## src/rtl/core/npt_pkg.sv

```systemverilog
package npt_pkg;

	// table geometry
	localparam int CAPACITY = 1024;
	localparam int IDX_W    = $clog2(CAPACITY);
	localparam int CNT_W    = $clog2(CAPACITY + 1);

	// field widths
	localparam int COORD_W = 17;
	localparam int DIST_W  = 18;

	// distance datapath: operands carry a coordinate or the unsigned limit
	localparam int OPND_W = DIST_W + 1;
	localparam int MAG_W  = DIST_W;
	localparam int SUM_W  = 2 * MAG_W;

	localparam logic [DIST_W-1:0] DIST_RESET = DIST_W'(8192);

	// request opcodes
	localparam logic OP_ADD   = 1'b0;
	localparam logic OP_QUERY = 1'b1;

	typedef struct packed {
		logic signed [COORD_W-1:0] x;
		logic signed [COORD_W-1:0] y;
		logic signed [COORD_W-1:0] z;
	} npt_point_t;

	// travels with each operand pair through the distance unit
	typedef struct packed {
		logic             valid;
		logic             first;  // first axis of a sum
		logic             last;   // last axis of a sum
		logic             init;   // sum is the squared limit, not a point
		logic             done;   // final sum of the query
		logic [IDX_W-1:0] idx;
	} npt_tag_t;

endpackage

```

## src/rtl/core/npt_dist_unit.sv

```systemverilog
module npt_dist_unit import npt_pkg::*; (
	input  logic                     clk,
	input  logic                     arst_n,
	input  logic signed [OPND_W-1:0] opnd_a,
	input  logic signed [OPND_W-1:0] opnd_b,
	input  npt_tag_t                 tag_in,
	output logic        [SUM_W-1:0]  sum,
	output npt_tag_t                 tag_out
);

	logic signed [OPND_W:0]  diff;
	logic        [OPND_W:0]  mag_full;
	logic        [MAG_W-1:0] mag_s1;
	logic        [SUM_W-1:0] sq_full;
	logic        [SUM_W-1:0] sq_s2;
	logic        [SUM_W-1:0] acc_s3;
	npt_tag_t                tag_s1;
	npt_tag_t                tag_s2;
	npt_tag_t                tag_s3;

	// stage 1: absolute difference of one axis
	assign diff     = (OPND_W + 1)'(opnd_a) - (OPND_W + 1)'(opnd_b);
	assign mag_full = diff[OPND_W] ? (OPND_W + 1)'(-diff) : (OPND_W + 1)'(diff);

	// stage 2: the one squarer
	assign sq_full = SUM_W'(mag_s1) * SUM_W'(mag_s1);

	always_ff @(posedge clk or negedge arst_n) begin
		if (!arst_n) begin
			tag_s1 <= '0;
			tag_s2 <= '0;
			tag_s3 <= '0;
		end else begin
			tag_s1 <= tag_in;
			tag_s2 <= tag_s1;
			tag_s3 <= tag_s2;
		end
	end

	// datapath, no reset
	always_ff @(posedge clk) begin
		mag_s1 <= mag_full[MAG_W-1:0];
		sq_s2  <= sq_full;
		// stage 3: accumulate the axes of one sum
		if (tag_s2.valid) begin
			acc_s3 <= tag_s2.first ? sq_s2 : acc_s3 + sq_s2;
		end
	end

	// a sum is complete after its last axis
	always_comb begin
		tag_out       = tag_s3;
		tag_out.valid = tag_s3.valid & tag_s3.last;
	end
	assign sum = acc_s3;

`ifndef SYNTHESIS
	a_first_after_last: assert property (@(posedge clk) disable iff (!arst_n)
		tag_s3.valid && tag_s3.last && tag_s2.valid |-> tag_s2.first)
		else $error("axis sequence lost its start after a completed sum");
	a_init_single: assert property (@(posedge clk) disable iff (!arst_n)
		tag_s3.valid && tag_s3.init |-> tag_s3.first && tag_s3.last)
		else $error("limit square spans more than one step");
	a_done_is_last: assert property (@(posedge clk) disable iff (!arst_n)
		tag_s3.valid && tag_s3.done |-> tag_s3.last)
		else $error("query end flagged before its sum completes");
`endif

endmodule

```

## config.mk

```make
export PLATFORM = sky130hd
export DESIGN_NAME = npt_dist_unit
export DESIGN_NICKNAME = d
export VERILOG_FILES = /design/src/rtl/core/npt_pkg.sv /design/src/rtl/core/npt_dist_unit.sv
export SDC_FILE = /design/constraint.sdc
export NUM_CORES = 1
export LEC_CHECK = 0
export ABC_CLOCK_PERIOD_IN_PS = 8100
export BUFFER_PORTS_ARGS = -buffer_cell sky130_fd_sc_hd__buf_4
export CAP_MARGIN = 20
export CORE_ASPECT_RATIO = 1.4
export CORE_MARGIN = 10
export CORE_UTILIZATION = 40
export CTS_CLUSTER_SIZE = 14
export DETAILED_ROUTE_END_ITERATION = 8
export GPL_ROUTABILITY_DRIVEN = 0
export PLACE_DENSITY_LB_ADDON = 0.3
export SYNTH_ARGS = -nofsm -noshare
export SYNTH_HDL_FRONTEND = slang
export SYNTH_SLANG_ARGS = --single-unit
```

## constraint.sdc

```tcl
create_clock -name clk -period 8.1 [get_ports clk]
set_input_delay 1.215 -clock clk [delete_from_list [all_inputs] [get_ports clk]]
set_output_delay 1.215 -clock clk [all_outputs]
set_load 0.01 [all_outputs]
```

==> impl_metrics.py, run 1 <==
metrics = {
    "timing": {
        "setup_viol": 0,
        "fin_setup_tns_ns": 0,
        "relSlewSlack_pct": 44.9,
        "skew_ns": 0.0102,
        "drv_slew": 0,
        "hold_viol": 0,
        "rsz0062_at_grt": "false",
        "timing.fmax_ghz": 0.152,
        "min_period_ns": 6.59,
        "worst_pin_slew_ns": 0.825,
        "fin_crit_sh_pct": 81.4,
    },
    "final_layout": {
        "diodes": 0,
        "drive_above_1_share_pct": 9.75,
        "syn2layout_area_growth_pct": 11.5,
        "finalInstanceArea_mm2": 0.0177,
        "nets": 2184,
    },
    "drt": {
        "drtIter0Drc": 424,
        "drcViolationCount": 0,
        "post_drt_wl_per_cell_um": 15.2,
        "routed_via_density": 4.90,
        "drt_pass1_iterations": 5,
        "num_vias": 11182,
        "postRouteAntennaNets": 0,
        "routed_wl_um": 34600,
    },
    "yosys": {
        "ys.flop_type": "dfxtp_1",
        "synth_top_area_cell": "fa_1",
        "synth_area_leaders": "fa_1 28%, ha_1 13%, inv_1 8.3%",
        "yosys_warnings": 0,
        "yosys.cell_count.top_type": "inv_1",
        "seq_area_frac_synth_pct": 20.6,
        "syn_inst": 1666,
        "synth_common_cells": "349 x inv_1, 220 x fa_1, 168 x ha_1",
        "ys_async_sr_fraction_pct": 33.6,
        "synth_top_cell_area_share_pct": 27.8,
        "synth_cell_type_count": 72,
        "netlist_area_mm2": 0.0159,
        "yosys_register_bits": 134,
        "post_synth.cell_area_avg_um2": 9.53,
        "synth_edf_count": 36,
        "synth_nets": 2109,
    },
    "clock_network": {
        "cts_setup_buffers": 0,
        "cts_tree": "done",
        "ctsHoldBuffers": 0,
        "cts_htree_levels": 4,
        "cts_sinks": 134,
        "cts_buffers": 17,
        "clockRootBuffer": "clkbuf_16",
        "cts_resized": 0,
        "cts_max_path_buffers": 2,
        "clkTransAtPathRegs_ns": 0.07,
        "worstSkewPairLatency_ns": 0.44,
    },
    "floorplan": {
        "fp.coreArea_mm2": 0.0393,
        "die_x_um": 188,
        "num_io_pins": 106,
        "rows": 86,
        "initial_utilization_pct": 40.4,
        "die_y_um": 256,
        "dieArea_mm2": 0.0482,
    },
    "setup_path": {
        "crit_type": "register to register",
        "rrSetupSlack_ns": 1.51,
        "rr_worst_depth": 20,
        "start_kind": "register",
        "regToRegStartpoint": "mag_s1[5]$_DFF_P_",
        "endpoint_kind": "register",
        "worstPathArrival_ns": 6.93,
        "r2r-end": "sq_s2[29]$_DFF_P_",
        "critPathMaxFanout": 18,
        "worstPathRequired_ns": 8.44,
    },
    "grt": {
        "grt_first_pass_wirelength_um": 58800,
        "grt_max_degree": 76,
        "track_usage_pct": 14.7,
        "overflow": 0,
        "grt_antenna_before_repair": 0,
        "grt_pass1_vias": 12177,
    },
    "place": {
        "port_buffers": 105,
        "hpwl_um": 29000,
        "placed_area_mm2": 0.0171,
    },
    "run_status": {
        "run_status": "finished, final reports clean",
    },
    "run": {
        "maxCapViolCount": 0,
    },
    "hold_path": {
        "min_to": "tag_s2[0]$_DFF_PN0_",
        "min_from": "tag_s1[0]$_DFF_PN0_",
        "whs_path_depth": 0,
        "hold_class": "register to register",
    },
}
worst max-delay path: stages (launching register included):
cell and delay, ns:
dfxtp_1 0.76, and2_1 0.26, inv_1 0.07, fa_1 0.53
inv_1 0.06, fa_1 0.52, inv_1 0.05, fa_1 0.48
fa_1 0.55, inv_1 0.05, fa_1 0.49, fa_1 0.42
ha_1 0.38, and3_1 0.21, o311ai_0 0.21, a21o_1 0.29
o221a_2 0.26, o211ai_1 0.32, a21oi_1 0.18, nand2b_1 0.17
a221oi_1 0.25
cells by family after synthesis:
logic type | Yosys count | synth area share (%)
buffers and inverters | 401 | 9.93
adder cells (fa/ha/maj) | 388 | 41.0
AND/OR/NAND/NOR | 371 | 11.5
AO/OA/AOI/OAI | 271 | 11.4
flip-flops | 134 | 20.6
XOR/XNOR | 95 | 5.24
multiplexers | 6 | 0.418
metrics by stage:
stage	std cells	util (%)	hold WS [ns]	setup WS [ns]
2_1_floorplan	1666	-	0.331	2.22
3_3_place_gp	2250	43.5	0.334	1.73
3_5_place_dp	2250	43.5	0.335	1.49
4_1_cts	2282	45.1	0.352	1.48
5_1_grt	2282	45.1	0.355	1.13
6_report	2282	45.1	0.349	1.51
cell usage in the layout (no fill, tap or decap), types with 6 or more instances in the layout:
cell	synthesis	layout
a31oi_1	8	8
o31ai_1	11	11
nor3_1	10	10
nand2b_1	12	12
nand2_1	155	155
nand3_1	14	14
inv_1	349	349
o21a_1	11	11
and3_1	13	13
fa_1	220	220
and2_1	67	67
clkbuf_16	0	19
xnor2_1	58	58
dfxtp_1	53	53
o21ai_0	59	59
o21bai_1	14	14
inv_6	0	6
a21oi_1	73	73
buf_4	15	108
dfrtp_1	45	44
nand4_1	9	9
nor2b_1	9	9
nor2_1	53	53
edfxtp_1	36	36
a21o_1	35	35
xor2_1	37	37
ha_1	168	168
sequential cells by signal, summed over array words and instances, names as in the netlist:
name	count
mag_s1	18
tag_s1	15
sq_s2	35
tag_out	14
sum	36
tag_s2	15
tag_s3	1
layout make-up:
class	instances	area, µm²
flip-flops and latches	134	3270
clock inverters	13	144
well taps	528	661
multi-input cells	1131	11000
fillers	3799	21600
repair buffers	108	811
clock buffers	19	475
inverters	349	1310
per-layer routing:
layer / GRT usage, % / routed length, µm / vias to the layer above
met2: 26.7 / 17900 / 220
li1: - / - / 5456
met4: 5.39 / 861 / 0
met3: 2.34 / 1390 / 53
met1: 17.0 / 14500 / 5453
met5: 0 / 0 / -
worst max-delay path by stage:
stage          slack, ns                 to              start
3_3_place_gp        1.73  sq_s2[29]$_DFF_P_  mag_s1[5]$_DFF_P_
5_1_grt             1.13  sq_s2[29]$_DFF_P_  mag_s1[5]$_DFF_P_
6_report            1.51  sq_s2[29]$_DFF_P_  mag_s1[5]$_DFF_P_
4_1_cts             1.48  sq_s2[29]$_DFF_P_  mag_s1[5]$_DFF_P_
2_1_floorplan       2.22  sq_s2[29]$_DFF_P_  mag_s1[9]$_DFF_P_
3_5_place_dp        1.49  sq_s2[29]$_DFF_P_  mag_s1[5]$_DFF_P_
Power of run 1 is not shown: default switching activity piles up to over one toggle a cycle in this logic, so the estimate is an artifact.
==> run 2: changes to the inputs <==
Settings changed: ABC_AREA set to 1, ABC_CLOCK_PERIOD_IN_PS 8100 to 6100.
Clock period 8.1 ns to 6.1 ns, I/O delays scaled along.
==> run 2 against run 1 <==
Worst hold slack worse by 0.00072 ns. Largest cell class unchanged. Synthesized cell count is 31% higher. Flip-flop and latch count stayed put. Global-route usage is 1.6 points higher. Synthesized area is 7.6% higher. Clock skew is 0.0016 ns higher. Core utilization is 0.087 points higher.
==> impl_metrics.py, run 2 <==
metrics = {
    "run_status": {
        "run_status": "finished, final reports clean",
    },
    "setup_path": {
        "crit_buf_inv": 4,
        "crit_family": "adder cells",
        "cpMostUsedCell": "fa_1",
        "regToRegStartpoint": "mag_s1[4]$_DFF_P_",
        "rr_worst_depth": 19,
        "worstPathArrival_ns": 6.08,
        "crit_type": "register to register",
        "worstPathRequired_ns": 6.43,
        "rrSetupSlack_ns": 0.35,
        "critPathMaxFanout": 10,
        "critPathMaxStageDelay_ns": 0.60,
        "worstPathCellList": "nand2_1, fa_1, inv_1, fa_1, inv_1, fa_1, fa_1, inv_1, fa_1, fa_1, ha_1, nand2_1, nor2_1, inv_1, o21bai_1, a21o_1, nand2_1, nand3b_1, nand2_1",
        "r2r-end": "sq_s2[35]$_DFF_P_",
        "path_depth": 19,
        "endpoint_kind": "register",
        "slowest_stage": "dfxtp_1",
        "start_kind": "register",
    },
    "yosys": {
        "yosys_warnings": 0,
        "synth_common_cells": "523 x nand2_1, 511 x inv_1, 220 x fa_1",
        "synth_nets": 2625,
        "syn_inst": 2182,
        "ys.flop_type": "dfxtp_1",
        "yosys_register_bits": 134,
        "post_synth.cell_area_avg_um2": 7.83,
        "synth_top_area_cell": "fa_1",
        "netlist_area_mm2": 0.0171,
        "seq_area_frac_synth_pct": 19.1,
        "yosys.cell_count.top_type": "nand2_1",
        "synth_top_cell_area_share_pct": 25.8,
        "synth_edf_count": 36,
        "synth_area_leaders": "fa_1 26%, ha_1 12%, nand2_1 11%",
        "synth_cell_type_count": 45,
        "ys_async_sr_fraction_pct": 33.6,
    },
    "hold_path": {
        "whs_path_depth": 0,
        "hold_class": "register to register",
        "min_to": "tag_s2[8]$_DFF_PN0_",
        "min_from": "tag_s1[8]$_DFF_PN0_",
    },
    "grt": {
        "grt_antenna_before_repair": 0,
        "overflow": 0,
        "grt_first_pass_wirelength_um": 70100,
        "track_usage_pct": 16.4,
        "grt_max_degree": 46,
        "grt_pass1_vias": 14811,
    },
    "final_layout": {
        "final_core_util_pct": 45.1,
        "drive_above_1_share_pct": 9.63,
        "nets": 2714,
        "diodes": 0,
        "seqCellArea_mm2": 0.00327,
        "largest_reg_flops": 36,
        "syn2layout_area_growth_pct": 11.6,
        "final_common_cell": "nand2_1",
        "fin_cells": 2830,
        "final_cell_mix": "523 x nand2_1, 511 x inv_1, 220 x fa_1",
        "multi_input_area_mm2": 0.0116,
        "fillCellCount": 4143,
    },
    "place": {
        "hpwl_um": 35200,
        "dpl.cell_count": 2798,
        "port_buffers": 105,
    },
    "drt": {
        "postRouteAntennaNets": 0,
        "num_vias": 13757,
        "post_drt_wl_per_cell_um": 14.6,
        "routed_wl_um": 41300,
        "routed_via_density": 4.86,
        "drcViolationCount": 0,
        "drt_pass1_iterations": 5,
        "drtIter0Drc": 536,
    },
    "clock_network": {
        "cts_buffers": 17,
        "cts_htree_levels": 4,
        "cts_sinks": 134,
        "cts_setup_buffers": 0,
        "worstSkewPairLatency_ns": 0.44,
        "clkTransAtPathRegs_ns": 0.06,
        "clockRootBuffer": "clkbuf_16",
        "cts_tree": "done",
        "cts_max_path_buffers": 2,
    },
    "timing": {
        "fin_setup_tns_ns": 0,
        "worst_pin_slew_ns": 0.750,
        "setup_viol": 0,
        "rsz0062_at_grt": "false",
        "relSlewSlack_pct": 49.4,
        "timing.fmax_ghz": 0.174,
        "fin_crit_sh_pct": 94.3,
        "whs_ns": 0.348,
        "min_period_ns": 5.75,
        "hold_viol": 0,
        "skew_ns": 0.0118,
        "drv_slew": 0,
    },
    "floorplan": {
        "initial_utilization_pct": 40.5,
        "die_y_um": 264,
        "die_x_um": 195,
        "num_io_pins": 106,
        "rows": 89,
        "fp.coreArea_mm2": 0.0422,
        "dieArea_mm2": 0.0515,
    },
    "run": {
        "maxCapViolCount": 0,
    },
}
==> run 2: layer usage <==
layer	track usage (%)	share of wire (%)	vias up
li1	-	-	6796
met1	17.6	40	6556
met2	31.7	53	323
met3	2.48	4.2	82
met4	5.46	2.9	0
met5	0	0	-
==> run 2: repair_timing <==
| action | in CTS | in global routing |
|---|---|---|
| endpoints found under the setup margin | 0 | 4 |
| hold buffers | 0 | 0 |
| gates resized for setup | 0 | 5 |
==> run 2: cells by family (layout without fill, tap and decap cells) <==
| group | Yosys count | count (layout) | share of synthesized area [%] |
|---|---|---|---|
| compound gates | 209 | 209 | 6.81 |
| xor+xnor | 52 | 52 | 2.67 |
| fa+ha+maj | 388 | 388 | 38.1 |
| buf+inv | 574 | 676 | 13.0 |
| flops | 134 | 134 | 19.1 |
| simple gates | 825 | 825 | 20.3 |
==> run 2: worst max-delay path by stage <==
stage                  startpoint           endpoint
3_3_place_gp   mag_s1[13]$_DFF_P_  sq_s2[30]$_DFF_P_
6_report        mag_s1[4]$_DFF_P_  sq_s2[35]$_DFF_P_
5_1_grt         mag_s1[4]$_DFF_P_  sq_s2[30]$_DFF_P_
4_1_cts        mag_s1[13]$_DFF_P_  sq_s2[30]$_DFF_P_
2_1_floorplan   mag_s1[9]$_DFF_P_  sq_s2[30]$_DFF_P_
3_5_place_dp   mag_s1[13]$_DFF_P_  sq_s2[30]$_DFF_P_
==> run 2: worst reg2reg max path, stage by stage (launching register included) <==
cell and delay, ns:
dfxtp_1 0.60, nand2_1 0.22, fa_1 0.54, inv_1 0.06
fa_1 0.54, inv_1 0.05, fa_1 0.48, fa_1 0.54
inv_1 0.05, fa_1 0.49, fa_1 0.43, ha_1 0.37
nand2_1 0.16, nor2_1 0.14, inv_1 0.05, o21bai_1 0.42
a21o_1 0.24, nand2_1 0.12, nand3b_1 0.11, nand2_1 0.05
==> run 2: final cells by class <==
| type | count | area share [%] |
|---|---|---|
| Clock buffer | 18 | 2.31 |
| Clock inverter | 14 | 0.801 |
| Inverter | 516 | 10.2 |
| Multi-Input combinational cell | 1474 | 60.8 |
| Sequential cell | 134 | 17.2 |
| Tap cell | 546 | 3.59 |
| Timing Repair Buffer | 128 | 5.15 |
==> run 2: through the flow <==
stage | setup WS, ns | area, µm²
floorplan | 0.652 | 17100
global placement | 0.354 | 18400
detailed placement | 0.268 | 18500
CTS | 0.246 | 19000
global route | 0.0260 | 19100
finish | 0.348 | 19100
Power of run 2 is left out for the same reason.
==> run 3: changes to the inputs <==
Settings changed: ABC_AREA 1 to not set.
==> run 3 against run 2 <==
Core utilization is 1.2 points higher. Final cell count down 17%. Final area down 4.4%. Sequential share of layout area rose by 0.84 points. First-iteration DRC count decreased by 35%. Worst hold slack improved by 0.00053 ns. Non-clock buffer count grew 39. Critical path type unchanged. Global-route usage down 1.7 points. Fmax down 2.4%. Clock skew grew 0.0025 ns. Count of clock-buffer cells in the layout decreased by 1. Register-to-register slack got worse by 0.14 ns.
==> impl_metrics.py, run 3 (synthesis gave the netlist of run 1 again) <==
metrics = {
    "run_status": {
        "run_status": "finished, final reports clean",
    },
    "timing": {
        "worst_pin_slew_ns": 0.677,
        "skew_ns": 0.0143,
        "relSlewSlack_pct": 54.9,
        "min_period_ns": 5.89,
        "drv_slew": 0,
        "timing.fmax_ghz": 0.170,
        "setup_viol": 0,
        "hold_viol": 0,
        "fin_crit_sh_pct": 96.6,
    },
    "grt": {
        "grt_pass1_vias": 12424,
        "grt_first_pass_wirelength_um": 59000,
        "grt_max_degree": 76,
        "track_usage_pct": 14.7,
        "grt_antenna_before_repair": 0,
        "overflow": 0,
    },
    "floorplan": {
        "initial_utilization_pct": 40.4,
        "die_x_um": 188,
        "die_y_um": 256,
        "num_io_pins": 106,
        "fp.coreArea_mm2": 0.0393,
        "dieArea_mm2": 0.0482,
        "rows": 86,
    },
    "place": {
        "dpl.cell_count": 2305,
        "port_buffers": 105,
        "hpwl_um": 29500,
    },
    "drt": {
        "routed_wl_um": 34600,
        "post_drt_wl_per_cell_um": 14.8,
        "num_vias": 11422,
        "drcViolationCount": 0,
        "postRouteAntennaNets": 0,
        "drt_pass1_iterations": 5,
        "drtIter0Drc": 349,
        "routed_via_density": 4.88,
    },
    "hold_path": {
        "hold_class": "register to register",
    },
    "clock_network": {
        "cts_htree_levels": 4,
        "ctsHoldBuffers": 0,
        "cts_sinks": 134,
        "cts_max_path_buffers": 2,
        "cts_buffers": 17,
        "worstSkewPairLatency_ns": 0.44,
        "clkTransAtPathRegs_ns": 0.07,
        "cts_tree": "done",
        "clockRootBuffer": "clkbuf_16",
    },
    "setup_path": {
        "critPathMaxFanout": 3,
        "worstPathArrival_ns": 6.24,
        "start_kind": "register",
        "worstPathCellList": "and2_4, inv_1, fa_1, inv_1, fa_1, inv_1, fa_1, fa_1, inv_1, fa_1, fa_1, ha_1, and3_1, o311ai_1, a21o_1, o221a_2, o211ai_1, buf_4, a21oi_1, nand2b_1, a221oi_2",
        "slowest_stage": "fa_1",
        "crit_type": "register to register",
        "critPathMaxStageDelay_ns": 0.55,
        "cpMostUsedCell": "fa_1",
        "endpoint_kind": "register",
        "worstPathRequired_ns": 6.45,
    },
    "final_layout": {
        "diodes": 0,
        "largest_reg_flops": 36,
        "fillCellCount": 3699,
        "final_cell_mix": "349 x inv_1, 218 x fa_1, 166 x ha_1",
        "final_common_cell": "inv_1",
        "fin_cells": 2341,
        "nets": 2243,
        "drive_above_1_share_pct": 13.8,
        "syn2layout_area_growth_pct": 14.8,
    },
    "run": {
        "maxCapViolCount": 0,
    },
}
==> run 3: cell types whose count changed in the layout (fill, tap and decap cells not counted), moves of 10 or more <==
cell	previous run	this run
a21o_1	10	35
a21oi_1	104	72
and2_1	2	66
and3_1	0	13
buf_4	127	163
inv_1	511	349
nand2_1	523	155
nand2_2	17	0
nand2b_1	0	12
nand3_1	92	14
nor2_1	120	52
nor3_1	20	10
xnor2_1	19	58
==> run 3: worst max-delay path, delay by kind of cell (launching register included) <==
| kind | cells | cell delay, ns |
|---|---|---|
| adders and majority gates | 7 | 3.30 |
| AOI/OAI and AO/OA | 6 | 1.22 |
| and+or+nand+nor | 3 | 0.54 |
| DFF | 1 | 0.37 |
| buffers and inverters | 5 | 0.37 |
==> run 3: timing repair <==
action,CTS,global route
setup endpoints to repair,2,12
pin swaps,0,5
gates resized for setup,2,26
setup buffers,0,4
==> run 3: worst paths after layout <==
| kind | slack [ns] | endpoint | startpoint | cells past startpoint |
|---|---|---|---|---|
| max | 0.21 | sq_s2[29]$_DFF_P_ | mag_s1[8]$_DFF_P_ | 21 |
| min in group asynchronous | 0.45 | tag_s1[10]$_DFF_PN0_ | arst_n | 1 |
| min | 0.35 | tag_out[4]$_DFF_PN0_ | tag_s2[4]$_DFF_PN0_ | 0 |
| max in group asynchronous | 5.27 | tag_s2[13]$_DFF_PN0_ | arst_n | 1 |
| max reg2reg | 0.21 | sq_s2[29]$_DFF_P_ | mag_s1[8]$_DFF_P_ | 21 |
| min reg2reg | 0.35 | tag_out[4]$_DFF_PN0_ | tag_s2[4]$_DFF_PN0_ | 0 |
==> run 3: per-layer routing <==
layer | GRT usage [%] | vias to the layer above | routed length, µm
met5 | 0 | - | 0
li1 | - | 5571 | -
met1 | 17.5 | 5589 | 14800
met4 | 5.08 | 0 | 744
met3 | 2.17 | 45 | 1250
met2 | 26.1 | 217 | 17800
==> run 3: area by class of cell <==
class / instances / area (µm²) / share of cell area [%]
well taps: 528 / 661 / 3.63
multi-input cells: 1131 / 11100 / 60.8
inverters: 349 / 1310 / 7.19
clock buffers: 17 / 425 / 2.34
clock inverters: 15 / 180 / 0.989
repair buffers: 167 / 1280 / 7.01
flip-flops and latches: 134 / 3280 / 18.0
==> run 3: stage by stage <==
step | area (µm²) | hold WS, ns | setup slack, ns | TNS [ns] | utilization, %
finish | 18200 | 0.348 | 0.209 | 0 | 46.4
detailed placement | 17500 | 0.335 | -0.0142 | -0.0142 | 44.6
floorplan | 15900 | 0.331 | 0.219 | 0 | -
global route | 18200 | 0.363 | -0.0382 | -0.0382 | 46.4
CTS | 18100 | 0.350 | 0.0138 | 0 | 46.1
global placement | 17500 | 0.334 | 0.0942 | 0 | 44.6
Power of run 3 is left out for the same reason.
